--- config.mk ---
export PLATFORM = sky130hd
export DESIGN_NAME = fixed_to_decimal_ascii
export DESIGN_NICKNAME = d
export VERILOG_FILES = /design/src/fta_pkg.sv /design/src/fta_front.sv /design/src/fta_fifo.sv /design/src/fta_back.sv /design/src/fixed_to_decimal_ascii.sv
export SDC_FILE = /design/constraint.sdc
export NUM_CORES = 1
export LEC_CHECK = 0
export BUFFER_PORTS_ARGS = -buffer_cell sky130_fd_sc_hd__buf_2
export CAP_MARGIN = 40
export CORE_MARGIN = 2
export CORE_UTILIZATION = 58
export CTS_CLUSTER_SIZE = 14
export DETAILED_ROUTE_END_ITERATION = 16
export PLACE_DENSITY_LB_ADDON = 0.05
export SETUP_SLACK_MARGIN = 0.1
export SKIP_CTS_REPAIR_TIMING = 1
export SYNTH_ARGS = -nofsm -noshare
export SYNTH_HDL_FRONTEND = slang
export SYNTH_SLANG_ARGS = --single-unit
--- constraint.sdc ---
create_clock -name clk_i -period 6.2 [get_ports clk_i]
set_clock_uncertainty 0.05 [all_clocks]
set_input_delay 0.62 -clock clk_i [delete_from_list [all_inputs] [get_ports clk_i]]
set_output_delay 0.62 -clock clk_i [all_outputs]
set_load 0.005 [all_outputs]
--- src/fta_pkg.sv ---
`timescale 1ns / 1ps
// ----------------------------------------------------------------------------
// fta_pkg: shared types and constants for the Q16.16 to decimal text converter
// Digit counts, character codes, the reciprocal used for divide-by-ten and
// the record that travels from the digit converter to the character emitter.
// ----------------------------------------------------------------------------
package fta_pkg;

  // Integer part is 16 bits, so at most five decimal digits.
  localparam int IntDigits  = 5;
  localparam int FracDigits = 3;

  function automatic int pow10(input int n);
    int p;
    p = 1;
    for (int i = 0; i < n; i++) begin
      p = p * 10;
    end
    return p;
  endfunction

  localparam int Pow10    = pow10(FracDigits);
  localparam int FdW      = $clog2(Pow10);
  localparam int NumDig   = IntDigits + FracDigits;
  localparam int DigW     = $clog2(NumDig);
  localparam int MaxChars = NumDig + 1;
  localparam int KW       = $clog2(MaxChars);
  localparam int CntW     = $clog2(IntDigits + 1);

  // x / 10 == (x * 52429) >> 19 for every 16-bit x.
  localparam logic [15:0] RecipMul   = 16'd52429;
  localparam int          RecipShift = 19;

  localparam logic [7:0] CharZero = 8'h30;
  localparam logic [7:0] CharDot  = 8'h2E;

  localparam int QDepth = 2;
  localparam int QPtrW  = $clog2(QDepth);

  typedef enum logic [1:0] {
    FE_IDLE,
    FE_CONV,
    FE_PUSH
  } front_state_e;

  // Digits 0..IntDigits-1: integer part, least significant first.
  // Digits IntDigits..NumDig-1: fraction digits, least significant first.
  typedef struct packed {
    logic [NumDig-1:0][3:0] digs;
    logic [CntW-1:0]        n_int;
  } fta_rec_t;

endpackage

--- src/fta_front.sv ---
`timescale 1ns / 1ps
// ----------------------------------------------------------------------------
// fta_front: input stage and digit converter
// Accepts one Q16.16 value, scales the fraction, then splits both parts into
// decimal digits with one shared divide-by-ten step per cycle.
// ----------------------------------------------------------------------------
module fta_front import fta_pkg::*; (
  input  logic     clk_i,
  input  logic     rst_ni,
  input  logic     push,
  output logic     full,
  input  logic [31:0] value_i,
  input  logic     q_full_i,
  output logic     q_push_o,
  output fta_rec_t q_rec_o
);

  front_state_e state_q, state_d;

  logic [15:0]       w_q, w_d;
  logic [FdW-1:0]    f_q;
  logic [DigW-1:0]   step_q;
  logic [3:0]        digs_q [NumDig];

  logic              accept;
  logic [16+FdW-1:0] prod;
  logic [FdW-1:0]    fd;
  logic [31:0]       m;
  logic [12:0]       q;
  logic [15:0]       r;
  logic              last_step;
  logic [CntW-1:0]   n_int;

  // Fraction scaling: floor(f * 10^FracDigits / 65536).
  always_comb begin
    prod = {{FdW{1'b0}}, value_i[15:0]} * (16 + FdW)'(Pow10);
    fd   = prod[16+FdW-1:16];
  end

  // One divide-by-ten step on the working value.
  always_comb begin
    m = {16'd0, w_q} * {16'd0, RecipMul};
    q = m[RecipShift+12:RecipShift];
    r = w_q - (({3'd0, q} << 3) + ({3'd0, q} << 1));
  end

  assign last_step = (step_q == DigW'(NumDig - 1));

  always_comb begin
    if (step_q == DigW'(IntDigits - 1)) begin
      w_d = 16'(f_q);
    end else begin
      w_d = {3'd0, q};
    end
  end

  // Next state.
  always_comb begin
    state_d = state_q;
    unique case (state_q)
      FE_IDLE: begin
        if (accept) state_d = FE_CONV;
      end
      FE_CONV: begin
        if (last_step) state_d = FE_PUSH;
      end
      FE_PUSH: begin
        if (!q_full_i) state_d = accept ? FE_CONV : FE_IDLE;
      end
      default: state_d = FE_IDLE;
    endcase
  end

  // Outputs.
  always_comb begin
    full     = 1'b1;
    q_push_o = 1'b0;
    unique case (state_q)
      FE_IDLE: full = 1'b0;
      FE_CONV: full = 1'b1;
      FE_PUSH: begin
        q_push_o = !q_full_i;
        full     = q_full_i;
      end
      default: full = 1'b1;
    endcase
  end

  assign accept = push && !full;

  always_ff @(posedge clk_i or negedge rst_ni) begin
    if (!rst_ni) begin
      state_q <= FE_IDLE;
    end else begin
      state_q <= state_d;
    end
  end

  always_ff @(posedge clk_i) begin
    if (accept) begin
      w_q    <= value_i[31:16];
      f_q    <= fd;
      step_q <= '0;
    end else if (state_q == FE_CONV) begin
      digs_q[step_q] <= r[3:0];
      w_q            <= w_d;
      step_q         <= step_q + DigW'(1);
    end
  end

  // Integer digit count: highest nonzero digit, at least one.
  always_comb begin
    n_int = CntW'(1);
    for (int i = 0; i < IntDigits; i++) begin
      if (digs_q[i] != 4'd0) n_int = CntW'(i + 1);
    end
  end

  always_comb begin
    for (int i = 0; i < NumDig; i++) begin
      q_rec_o.digs[i] = digs_q[i];
    end
    q_rec_o.n_int = n_int;
  end

endmodule

--- src/fta_fifo.sv ---
`timescale 1ns / 1ps
// ----------------------------------------------------------------------------
// fta_fifo: short record queue between converter and emitter
// Holds converted digit records so each side can stall on its own.
// ----------------------------------------------------------------------------
module fta_fifo import fta_pkg::*; (
  input  logic     clk_i,
  input  logic     rst_ni,
  input  logic     push_i,
  input  fta_rec_t rec_i,
  output logic     full_o,
  input  logic     pop_i,
  output fta_rec_t rec_o,
  output logic     empty_o
);

  fta_rec_t          ent_q [QDepth];
  logic [QPtrW-1:0]  wr_q, rd_q;
  logic [QPtrW:0]    cnt_q;

  assign full_o  = (cnt_q == (QPtrW + 1)'(QDepth));
  assign empty_o = (cnt_q == '0);
  assign rec_o   = ent_q[rd_q];

  always_ff @(posedge clk_i or negedge rst_ni) begin
    if (!rst_ni) begin
      wr_q  <= '0;
      rd_q  <= '0;
      cnt_q <= '0;
    end else begin
      if (push_i) wr_q <= wr_q + QPtrW'(1);
      if (pop_i)  rd_q <= rd_q + QPtrW'(1);
      if (push_i && !pop_i) begin
        cnt_q <= cnt_q + (QPtrW + 1)'(1);
      end else if (pop_i && !push_i) begin
        cnt_q <= cnt_q - (QPtrW + 1)'(1);
      end
    end
  end

  always_ff @(posedge clk_i) begin
    if (push_i) ent_q[wr_q] <= rec_i;
  end

endmodule

--- src/fta_back.sv ---
`timescale 1ns / 1ps
// ----------------------------------------------------------------------------
// fta_back: character emitter
// Walks the head record one character per transfer: integer digits most
// significant first, the separator, then the zero-padded fraction digits.
// ----------------------------------------------------------------------------
module fta_back import fta_pkg::*; (
  input  logic       clk_i,
  input  logic       rst_ni,
  input  fta_rec_t   rec_i,
  input  logic       q_empty_i,
  output logic       q_pop_o,
  output logic       empty,
  input  logic       pop,
  output logic [7:0] text_char_o,
  output logic       last_o
);

  logic [KW-1:0]   k_q;
  logic [KW-1:0]   n_int;
  logic [KW-1:0]   total_m1;
  logic [KW-1:0]   idx_full;
  logic [DigW-1:0] idx;
  logic            take;

  assign n_int    = KW'(rec_i.n_int);
  assign total_m1 = n_int + KW'(FracDigits);
  assign last_o   = (k_q == total_m1);
  assign empty    = q_empty_i;
  assign take     = pop && !q_empty_i;
  assign q_pop_o  = take && last_o;

  always_comb begin
    if (k_q < n_int) begin
      idx_full = n_int - KW'(1) - k_q;
    end else begin
      idx_full = KW'(IntDigits) + total_m1 - k_q;
    end
    idx = idx_full[DigW-1:0];
    if (k_q == n_int) begin
      text_char_o = CharDot;
    end else begin
      text_char_o = CharZero + {4'd0, rec_i.digs[idx]};
    end
  end

  // Advance through the record; drop it after its final character.
  always_ff @(posedge clk_i or negedge rst_ni) begin
    if (!rst_ni) begin
      k_q <= '0;
    end else if (take) begin
      k_q <= last_o ? '0 : k_q + KW'(1);
    end
  end

endmodule

--- src/fixed_to_decimal_ascii.sv ---
`timescale 1ns / 1ps
// ----------------------------------------------------------------------------
// fixed_to_decimal_ascii: unsigned Q16.16 to decimal ASCII text
// Each accepted value leaves as a run of characters: integer digits without
// leading zeros (a zero part gives one '0'), '.', then three fraction digits
// floor(frac * 1000 / 65536), zero-padded. The final character flags last.
// ----------------------------------------------------------------------------
//
//   channel  | handshake          | payload
//   ---------+--------------------+-------------------------------------
//   input    | push / full        | value_i[31:0]
//   result   | pop / empty        | text_char_o[7:0], last_o
//
// Flow: after a value is taken the converter runs eight shared
// divide-by-ten steps, one per cycle, then hands the record over in its push
// state, which also takes the next value; no value is taken mid-conversion.
// The emitter sends one character per cycle while pop is high and a record
// is queued, five to nine per value, and overlaps the next conversion.
// Reset (rst_ni low) empties the record queue and returns both sides to idle.
// Stalls: a held pop stalls the emitter; a full queue stalls the converter,
// which keeps full high until its record is stored.
// ----------------------------------------------------------------------------
module fixed_to_decimal_ascii import fta_pkg::*; (
  input  logic        clk_i,
  input  logic        rst_ni,
  input  logic        push,
  output logic        full,
  input  logic [31:0] value_i,
  output logic        empty,
  input  logic        pop,
  output logic [7:0]  text_char_o,
  output logic        last_o
);

  // Record path between converter and emitter.
  fta_rec_t front_rec;
  fta_rec_t head_rec;
  logic     q_push;
  logic     q_full;
  logic     q_pop;
  logic     q_empty;

  // Front: take a value and split it into decimal digits.
  fta_front u_front (
    .clk_i    (clk_i),
    .rst_ni   (rst_ni),
    .push     (push),
    .full     (full),
    .value_i  (value_i),
    .q_full_i (q_full),
    .q_push_o (q_push),
    .q_rec_o  (front_rec)
  );

  // Hold finished records until the emitter gets to them.
  fta_fifo u_fifo (
    .clk_i   (clk_i),
    .rst_ni  (rst_ni),
    .push_i  (q_push),
    .rec_i   (front_rec),
    .full_o  (q_full),
    .pop_i   (q_pop),
    .rec_o   (head_rec),
    .empty_o (q_empty)
  );

  // Back: one character per result transfer.
  fta_back u_back (
    .clk_i       (clk_i),
    .rst_ni      (rst_ni),
    .rec_i       (head_rec),
    .q_empty_i   (q_empty),
    .q_pop_o     (q_pop),
    .empty       (empty),
    .pop         (pop),
    .text_char_o (text_char_o),
    .last_o      (last_o)
  );

endmodule

# Word-level counts from Yosys, hierarchy flattened
# Memories as Yosys holds them, arrays and structs flattened.
# Index checks and enable logic that the tools add are counted.
# totals
input_bits	36
regBits	39
mem_bits_rw	102
n_memories	2
# classes
n_eq_ne	10
add_sub_neg	14
magnitude_cmp	2
mux	26
n_reduce_logical	19
mul	2
# mem_list
name	depth	width	rd	rd_ports_with_merged_regs	wr	line	rtl
u_fifo.ent_q	2	35	1	0	1	fta_fifo.sv:17	fta_rec_t ent_q [QDepth];
u_front.digs_q	8	4	8	0	1	fta_front.sv:23	logic [3:0] digs_q [NumDig];
# ops
operator	n
16-bit by 16-bit multiplier with 32-bit output (second input constant)	1
16-bit 2-to-1 mux	2
16-bit by 7-bit multiplier with 23-bit output (second input constant)	1
4-bit nonzero test	4
13-bit 2-to-1 mux	1
4-bit binary-select mux with 3-bit select	1
2-bit 2-to-1 mux	6
3-bit 2-to-1 mux	4
4-bit 2-to-1 mux	2
8-bit 2-to-1 mux	1
6-bit by 4-bit adder with 7-bit output (first input constant)	1
1-bit 2-to-1 mux	7
3-bit == test (second input constant)	2
2-bit case mux with 3 select lines	1
3-bit subtractor	2
1-bit logical AND	5
1-bit logical NOT	5
3-bit by 2-bit adder with 4-bit output (second input constant)	1
4-bit by 1-bit adder with 4-bit output (second input constant)	1
4-bit adder	1
2-bit == test (second input constant)	2
4-bit by 3-bit == test with 1-bit output	1
4-bit == test	1
2-bit logical NOT	2
15 further kinds	18

# Depth between registers and ports, before layout
# Gate-level depths: netlist of run 1.
# An unclocked memory read counts as a cell.
# depth
ltp_word	9
ltp_mapped	24
depth_no_buf	24

# Cells and area by module
# Synthesis of run 1 repeated with hierarchy kept, for this count alone.
# unflattened
cells_unflattened	1131
hier_area_um2	13357.8
# modules_own_cells
module	n_inst	cells_each	area_per_inst_um2
fta_front	1	896	9361.5
fta_fifo	1	125	2862.7
fta_back	1	110	1133.6

# Worst setup path after synthesis of run 1
# No wires, ideal clock.
# synth_path
path_type	reg2reg
start	register u_front.w_q[1]
end	memory u_front.digs_q[0][3] (data pin)
setup_slack_ns	0.412
path_buffers	0
t_required_ns	5.919
setup_ns	0.231
path_stages_with_launch	22
t_arrival_ns	5.506
cell_sequence	edfxtp_1 > ha_1 > xor2_1 > ha_1 > fa_1 > fa_1 > fa_1 > inv_1 > fa_1 > inv_1 > ha_1 > a21oi_2 > a21oi_2 > a211oi_4 > a21boi_0 > a21oi_1 > xnor2_1 > ha_1 > nand2_1 > nand2_1 > xnor2_1 > xnor2_1
# synth_between
elab_chain_len	3
# synth_lines
item	line	rtl
start: declaration	fta_front.sv:20	logic [15:0] w_q, w_d;
start signal: assignment	fta_front.sv:101	w_q <= value_i[31:16];
start signal: assignment	fta_front.sv:106	w_q <= w_d;
16-bit by 16-bit multiplier with 32-bit output	fta_front.sv:42	m = {16'd0, w_q} * {16'd0, RecipMul};
4-bit adder	fta_front.sv:44	r = w_q - (({3'd0, q} << 3) + ({3'd0, q} << 1));
4-bit subtractor (*)	fta_front.sv:44	
named net u_front.r[3]	fta_front.sv:30	logic [15:0] r;
end: declaration	fta_front.sv:23	
# Mark *: on every way through the listed nets, which the timed path passes. The rest lies on a longest branch.

# Final worst setup path of run 1
# layout_path
start	register u_front.w_q[7]
end	register u_front.w_q[11] (data pin)
# layout_between
elab_chain_len	4
# layout_lines
item	line	rtl
16-bit by 16-bit multiplier with 32-bit output	fta_front.sv:42	
13-bit 2-to-1 mux	fta_front.sv:50	if (step_q == DigW'(IntDigits - 1)) begin
16-bit 2-to-1 mux	fta_front.sv:104	end else if (state_q == FE_CONV) begin
16-bit 2-to-1 mux	fta_front.sv:100	if (accept) begin
# No other way between the ends. The select of a mux whose other input is x is not followed.
# A chain may end at the register's enable or synchronous reset.

==> results_dict.tcl, run 1 <==
set metrics [dict create \
    outcome "complete, but fails checks" \
    violations "negative hold slack" \
    cpPeakStageDelay_ps 580 \
    clock_sinks 141 \
    synth_top_cell_by_area "edfxtp_1" \
    netlist_area_mm2 0.0123 \
    first_pass_iters 5 \
    cts_max_level 4 \
    core_mm2 0.0210 \
    die_area_mm2 0.0225 \
    cp_cell_sequence "ha_4 > inv_1 > fa_1 > inv_1 > fa_1 > fa_1 > fa_1 > fa_1 > ha_4 > nand2_1 > a21oi_2 > a211oi_4 > buf_6 > o22ai_2 > o2111a_1 > o2111a_1 > or4_1 > a31oi_1 > nor2_1" \
    area_growth_pct 13.3 \
    ff2ff_setup_slack_ps 210 \
    ys_types 56 \
    post_drt_wl_per_cell_um 18.2 \
    async_flop_share_pct 7.09 \
    seq_area_frac_synth_pct 33.7 \
    via_count 7490 \
    grt_pass1_wl_um 40400 \
    fillCellCount 1642 \
    setup_viol 0 \
    synth_ff_type "edfxtp_1" \
    synth_top_area_share_pct 31.1 \
    cts_buffer_depth 2 \
    setup.worst_path.start "u_front.w_q[7]$_DFFE_PP_" \
    dp_hpwl_um 20700 \
    drt-vias-per-instance 5.38 \
    grt_pass1_vias 7711 \
    drive_above_1_share_pct 15.4 \
    synth_most_common_cell "inv_1" \
    portBuffers 43 \
    cp_slowest_cell "fa_1" \
    synth-edff-count 128 \
    cp.arrival_ps 6100 \
    grt_max_degree 36 \
    synth_top_family_by_area "adder cells" \
    place.gp.congestion 0.887 \
    timing.rr.start "u_front.w_q[7]$_DFFE_PP_" \
    ioPinCount 47 \
    cts_tree "done" \
    grt_overflow 0 \
    worstMarginPinSlew_ps 1050 \
    die_h_um 150 \
    crit_path_frequent_cell "fa_1" \
    cts_root_buf "clkbuf_16" \
    path_max_fanout 4 \
    antenna_found_initial 3 \
    synthTopCellsByCount "201 x inv_1, 199 x ha_1, 134 x fa_1" \
    relSlewSlack_pct 28.7 \
    ys_seq_elements 141 \
    drv_slew 0 \
    hp-class "primary input to asynchronous set/reset pin" \
    finalHoldViolCount 9 \
    rsz0062_at_grt "no" \
    hold_ws_ps -4.59 \
    drc 0 \
    maxCapViolCount 0 \
    r2r-end "u_front.w_q[11]$_DFFE_PP_" \
    antenna_left 0 \
    worst_r2r_path_depth 19 \
    fmax_mhz 167 \
    end_kind "flip-flop" \
    initial_core_util_pct 58.9 \
    synthTopCellsByArea "edfxtp_1 31%, fa_1 22%, ha_1 20%" \
    cp-endpoint "u_front.w_q[11]$_DFFE_PP_" \
    fin_nets 1470 \
    muxShareOfSynthArea_pct 3.93 \
    synthAdderAreaFrac_pct 41.9 \
    crit_type "flip-flop to flip-flop" \
    synth_warnings 0 \
    grtUsageTotal_pct 24.0 \
    clkTransAtPathRegs_ps 60 \
    syn_avg_cell_area_um2 12.3 \
    synth-xor-area-share_pct 2.84 \
    routed_wl_um 25300 \
    clock_latency_ps 420 \
    period_minus_slack_ps 5990 \
    rows 53 \
    die_w_um 150 \
    worstPathRequired_ps 6310 \
    synth-simple-area-share_pct 5.82 \
    synth-compound-area-share_pct 5.17 \
    drtIter0Drc 399 \
    syn_inst 1006 \
    crit_path_start_kind "flip-flop" \
    cts_buffers 17 \
    fin_crit_sh_pct 96.6 \
]
-- state kept, by name, indices dropped and copies added, names as in the netlist --
register         flops
u_front.f_q         10
u_front.w_q         16
u_back.k_q           4
u_front.step_q       3
u_fifo.rd_q          1
u_fifo.wr_q          1
u_front.state_q      2
u_front.digs_q      32
u_fifo.cnt_q         2
u_fifo.ent_q        70
-- cell type report --
cell class / count / area, um2 / share of cell area, %
antenna: 2 / 5.00 / 0.0358
tap: 275 / 344 / 2.46
inverter: 202 / 758 / 5.42
timing repair buffer: 86 / 554 / 3.97
sequential: 141 / 4150 / 29.7
multi-input combinational: 653 / 7590 / 54.3
clock buffer: 17 / 425 / 3.04
clock inverter: 15 / 150 / 1.07
-- through the flow --
step | utilization [%] | area, um2 | worst slack [ps] | setup TNS [ps] | instances
2_1_floorplan | - | 12300 | 412 | 0 | 1007
3_3_place_gp | 62.5 | 13100 | -6.74 | -53.4 | 1345
3_5_place_dp | 62.6 | 13100 | -154 | -1800 | 1346
4_1_cts | 65.3 | 13700 | -199 | -2270 | 1378
5_1_grt | 66.7 | 14000 | 63.0 | 0 | 1389
6_report | 66.7 | 14000 | 213 | 0 | 1391
-- placed cells by master (no fill, tap or decap), types with 3 or more instances in the layout --
cell,n
a211oi_1,5
a21o_1,10
a21oi_1,21
a21oi_2,4
a31oi_1,8
and2_1,3
and3_1,9
buf_2,43
buf_4,40
clkbuf_16,17
clkinv_4,3
clkinvlp_4,3
conb_1,3
dfrtp_1,10
dfxtp_1,3
edfxtp_1,128
fa_1,133
ha_1,188
ha_4,10
inv_1,201
inv_6,4
inv_8,3
mux2_2,4
mux2i_1,8
mux4_2,16
nand2_1,53
nand3_1,6
nand3_2,3
nor2_1,37
nor2b_1,8
nor3_1,14
nor4_1,6
o21a_1,5
o21ai_0,20
or3_1,3
xnor2_1,20
xnor2_2,4
xor2_1,15
-- worst min path at each step --
| stage | from | end | slack [ps] | cells after the start |
|---|---|---|---|---|
| 2_1_floorplan | rst_ni | u_back.k_q[0]$_DFFE_PN0P_ | 270 | 0 |
| 3_3_place_gp | u_front.digs_q[0][1]$_DFFE_PP_ | u_fifo.ent_q[0][4]$_DFFE_PP_ | 370 | 0 |
| 3_5_place_dp | u_front.digs_q[7][1]$_DFFE_PP_ | u_fifo.ent_q[0][32]$_DFFE_PP_ | 380 | 0 |
| 4_1_cts | rst_ni | u_back.k_q[0]$_DFFE_PN0P_ | -10 | 1 |
| 5_1_grt | rst_ni | u_fifo.cnt_q[1]$_DFFE_PN0P_ | 0.5 | 1 |
| 6_report | rst_ni | u_fifo.cnt_q[1]$_DFFE_PN0P_ | -5 | 1 |
-- worst max-delay path: cells and delay by family (launching register included) --
kind,cells,cell delay (ps)
AOI/OAI and AO/OA,6,1100
adders and majority gates,7,3190
and+or+nand+nor,3,590
DFF,1,490
buffers and inverters,3,290
-- per-layer routing --
layer | vias up | share of wire [%] | GRT usage (%)
li1 | 3601 | - | -
met1 | 3695 | 46 | 35.1
met2 | 169 | 48 | 38.5
met3 | 23 | 5.1 | 4.36
met4 | 2 | 1.1 | 3.92
met5 | - | 0.051 | 0
-- kinds of logic after synthesis --
family,after synthesis
buffers and inverters,213
XOR/XNOR,40
AND/OR/NAND/NOR,154
other,2
multiplexers,28
AO/OA/AOI/OAI,95
adder cells (fa/ha/maj),333
flip-flops,141
Power of run 1 is not shown: default switching activity piles up to over one toggle a cycle in this logic, so the estimate is an artifact.
==> run 2, diff against run 1 <==
--- a/config.mk
+++ b/config.mk
@@ -6,12 +6,13 @@
 export NUM_CORES = 1
 export LEC_CHECK = 0
 export BUFFER_PORTS_ARGS = -buffer_cell sky130_fd_sc_hd__buf_2
-export CAP_MARGIN = 40
 export CORE_MARGIN = 2
 export CORE_UTILIZATION = 58
 export CTS_CLUSTER_SIZE = 14
 export DETAILED_ROUTE_END_ITERATION = 16
+export GPL_TIMING_DRIVEN = 0
 export PLACE_DENSITY_LB_ADDON = 0.05
+export REMOVE_ABC_BUFFERS = 1
 export SETUP_SLACK_MARGIN = 0.1
 export SKIP_CTS_REPAIR_TIMING = 1
 export SYNTH_ARGS = -nofsm -noshare
==> run 2 against run 1 <==
Effect of this change: the flow now finishes without violations; non-clock buffer count shrank 6; critical path type unchanged; worst setup slack lost 47 ps; die area did not move.
==> results_dict.tcl, run 2 (synthesis gave the netlist of run 1 again) <==
set metrics [dict create \
    cts_buffers 17 \
    crit_type "flip-flop to flip-flop" \
    final_cells 1382 \
    first_pass_iters 4 \
    clkTransAtPathRegs_ps 70 \
    hold_ws_ps 19.2 \
    critical_path_buf_inv_count 7 \
    initial_core_util_pct 58.9 \
    place.gp.congestion 0.855 \
    die_area_mm2 0.0225 \
    largestRegisters "u_fifo.ent_q x70, u_front.digs_q x32, u_front.w_q x16" \
    rows 53 \
    clock_sinks 141 \
    pre_cts_slack_ps -708 \
    regMostFlops "u_fifo.ent_q" \
    relSlewSlack_pct 16.2 \
    crit_path_start_kind "flip-flop" \
    mostFrequentLayoutCell "inv_1" \
    area_growth_pct 13.1 \
    path_max_fanout 8 \
    die_w_um 150 \
    grt_pass1_vias 7513 \
    grt_overflow 0 \
    cts_buffer_depth 2 \
    routed_wl_um 23200 \
    regArea_mm2 0.00415 \
    fin_crit_sh_pct 97.3 \
    die_h_um 150 \
    outcome "finished clean" \
    timing.final.ws_setup_ps 166 \
    antenna_found_initial 0 \
    fin_nets 1464 \
    largest_reg_flops 70 \
    final_core_util_pct 66.6 \
    ioPinCount 47 \
    worstMarginPinSlew_ps 1260 \
    cp_slowest_cell "fa_1" \
    drc 0 \
    cts_max_level 4 \
    antennaDiodeCount 0 \
    crit_family "adder cells" \
    drtIter0Drc 312 \
    maxCapViolCount 0 \
    cts_tree "done" \
    grt_max_degree 36 \
    grt_pass1_wl_um 38200 \
    antenna_left 0 \
    multi_input_area_mm2 0.00763 \
    cp.arrival_ps 6140 \
    portBuffers 43 \
    hp-class "primary input to asynchronous set/reset pin" \
    core_mm2 0.0210 \
    grtUsageTotal_pct 22.3 \
    post_drt_wl_per_cell_um 16.8 \
    finalHoldViolCount 0 \
    via_count 7435 \
    worstPathRequired_ps 6310 \
    drive_above_1_share_pct 16.2 \
    dp_hpwl_um 18400 \
    fmax_mhz 166 \
    clock_latency_ps 420 \
    fillCellCount 1644 \
    crit_path_frequent_cell "fa_1" \
    drt-vias-per-instance 5.38 \
    layout_common_cells "194 x inv_1, 186 x ha_1, 128 x fa_1, 128 x edfxtp_1, 53 x nand2_1" \
    cpPeakStageDelay_ps 570 \
    end_kind "flip-flop" \
    placed_cells 1316 \
    period_minus_slack_ps 6030 \
    setup_viol 0 \
    drv_slew 0 \
    cts_root_buf "clkbuf_16" \
]
## run 2: final timing paths
kind / startpoint / to / slack [ps] / cells past startpoint
min in group clk_i: u_front.digs_q[0][3]$_DFFE_PP_ / u_fifo.ent_q[0][6]$_DFFE_PP_ / 390 / 0
setup reg to reg: u_front.w_q[3]$_DFFE_PP_ / u_front.digs_q[1][3]$_DFFE_PP_ / 170 / 25
hold reg to reg: u_front.digs_q[0][3]$_DFFE_PP_ / u_fifo.ent_q[0][6]$_DFFE_PP_ / 390 / 0
max in group asynchronous: rst_ni / u_fifo.cnt_q[0]$_DFFE_PN0P_ / 5860 / 1
setup / recovery: u_front.w_q[3]$_DFFE_PP_ / u_front.digs_q[1][3]$_DFFE_PP_ / 170 / 25
hold / removal: rst_ni / u_front.state_q[0]$_DFFE_PN0P_ / 20 / 1
## run 2: area by class of cell
type | count | area share, %
inverters | 202 | 5.43
multi-input cells | 653 | 54.7
repair buffers | 80 | 3.81
flip-flops and latches | 141 | 29.8
clock inverters | 14 | 0.780
clock buffers | 17 | 3.05
well taps | 275 | 2.47
## run 2: metrics by stage
stage,setup TNS [ps],area (um2)
floorplan,0,12300
global placement,-9180,12800
detailed placement,-9590,12900
CTS,-10910,13400
global route,-83.8,14000
finish,0,14000
## run 2: layer usage
| metal | wire [um] | global-route usage (%) |
|---|---|---|
| met4 | 562 | 5.42 |
| met5 | 0 | 0 |
| met2 | 11500 | 37.2 |
| met1 | 10600 | 31.4 |
| met3 | 550 | 2.93 |
Power of run 2 is left out for the same reason.
==> run 3, diff against run 2 <==
==> constraint.sdc (replaced) <==
create_clock -name clk_i -period 6.2 [get_ports clk_i]
set_clock_uncertainty 0.05 [all_clocks]
set_input_delay 0.31 -clock clk_i [delete_from_list [all_inputs] [get_ports clk_i]]
set_output_delay 0.31 -clock clk_i [all_outputs]
set_load 0.005 [all_outputs]
==> run 3 against run 2 <==
Effect of this change: routed wire length down 0.22%; critical path depth stayed put; register-to-register slack is essentially flat; global-route usage unchanged; hold slack improved by 100 ps; design area is essentially flat; non-clock buffer count up 1; count of clock-buffer cells in the layout did not move; die area unchanged; critical path type unchanged; critical endpoint unchanged.
==> results_dict.tcl, run 3 (synthesis gave the netlist of run 1 again) <==
set metrics [dict create \
    antenna_left 0 \
    grt_max_degree 36 \
    grt_pass1_vias 7513 \
    clock_latency_ps 420 \
    clock_sinks 141 \
    pre_cts_slack_ps -708 \
    drt-vias-per-instance 5.37 \
    fin_nets 1465 \
    first_pass_iters 4 \
    fmax_mhz 165 \
    largestRegisters "u_fifo.ent_q x70, u_front.digs_q x32, u_front.w_q x16" \
    postPlaceCellArea_mm2 0.0129 \
    cp.arrival_ps 6160 \
    worstPathRequired_ps 6310 \
    crit_path_start_kind "flip-flop" \
    grt_pass1_wl_um 38200 \
    cts_tree "done" \
    maxCapViolCount 0 \
    cts_root_buf "clkbuf_16" \
    cts_buffers 17 \
    cts_buffer_depth 2 \
    grtUsageTotal_pct 22.3 \
    core_mm2 0.0210 \
    via_count 7429 \
    regMostFlops "u_fifo.ent_q" \
    drive_above_1_share_pct 16.2 \
    place.gp.congestion 0.855 \
    cp_slowest_cell "fa_1" \
    final_area_mm2 0.0140 \
    period_minus_slack_ps 6050 \
    drtIter0Drc 343 \
    path_max_fanout 8 \
    layout_common_cells "194 x inv_1, 186 x ha_1, 128 x fa_1, 128 x edfxtp_1, 53 x nand2_1" \
    ioPinCount 47 \
    antenna_found_initial 0 \
    hp-class "primary input to flip-flop" \
    crit_path_frequent_cell "fa_1" \
    portBuffers 43 \
    largest_reg_flops 70 \
    die_area_mm2 0.0225 \
    worst_r2r_path_depth 25 \
    grt_overflow 0 \
    setup_tns_ps 0 \
    fin_crit_sh_pct 97.5 \
    drc 0 \
    post_drt_wl_per_cell_um 16.7 \
    hold_ws_ps 123 \
    dp_hpwl_um 18400 \
    routed_wl_um 23100 \
    setup_viol 0 \
    end_kind "flip-flop" \
    mostFrequentLayoutCell "inv_1" \
    rows 53 \
    crit_type "flip-flop to flip-flop" \
    antennaDiodeCount 0 \
    drv_slew 0 \
    cts_max_level 4 \
    clkTransAtPathRegs_ps 70 \
    area_growth_pct 13.2 \
    timing.final.ws_setup_ps 154 \
    die_h_um 150 \
    die_w_um 150 \
    initial_core_util_pct 58.9 \
    finalHoldViolCount 0 \
    outcome "finished clean" \
    holdPathStages 3 \
    cpPeakStageDelay_ps 570 \
    relSlewSlack_pct 16.6 \
    worstMarginPinSlew_ps 1250 \
]
## run 3: cell type report
| type | instances | area (um2) |
|---|---|---|
| Tap cell | 275 | 344 |
| Fill cell | 1643 | 6990 |
| Clock inverter | 14 | 109 |
| Clock buffer | 17 | 425 |
| Multi-Input combinational cell | 653 | 7630 |
| Sequential cell | 141 | 4150 |
| Inverter | 202 | 758 |
| Timing Repair Buffer | 81 | 542 |
## run 3: path summary, 6_finish.rpt
check | slack [ps] | end | from
worst max-delay path | 150 | u_front.digs_q[1][3]$_DFFE_PP_ | u_front.w_q[3]$_DFFE_PP_
worst min-delay path | 120 | u_front.w_q[12]$_DFFE_PP_ | value_i[28]
worst max register to register | 150 | u_front.digs_q[1][3]$_DFFE_PP_ | u_front.w_q[3]$_DFFE_PP_
worst min register to register | 390 | u_fifo.ent_q[0][6]$_DFFE_PP_ | u_front.digs_q[0][3]$_DFFE_PP_
max in group asynchronous | 5640 | u_fifo.cnt_q[0]$_DFFE_PN0P_ | rst_ni
min in group asynchronous | 240 | u_front.state_q[0]$_DFFE_PN0P_ | rst_ni
## run 3: layer usage
| metal | part of all wire [%] | track usage, % | up-vias | wire length [um] |
|---|---|---|---|---|
| met5 | 0 | 0 | - | 0 |
| met3 | 2.5 | 2.93 | 26 | 583 |
| met2 | 50 | 37.2 | 86 | 11500 |
| met4 | 2.5 | 5.42 | 0 | 572 |
| li1 | - | - | 3599 | - |
| met1 | 45 | 31.4 | 3718 | 10500 |
## run 3: stage by stage
step / util [%] / std cells
after floorplan: - / 996
final: 66.6 / 1383
after global placement: 61.3 / 1314
after global routing: 66.6 / 1383
after detailed placement: 61.6 / 1316
after CTS: 64.1 / 1347
## run 3: critical path: cells and delay by family (launching register included)
family          cells  cell delay (ps)
flops               1              490
fa+ha+maj           8             3340
simple gates        4              310
compound gates      3              450
xor+xnor            3              460
buf+inv             7              690
Power of run 3 is left out for the same reason.
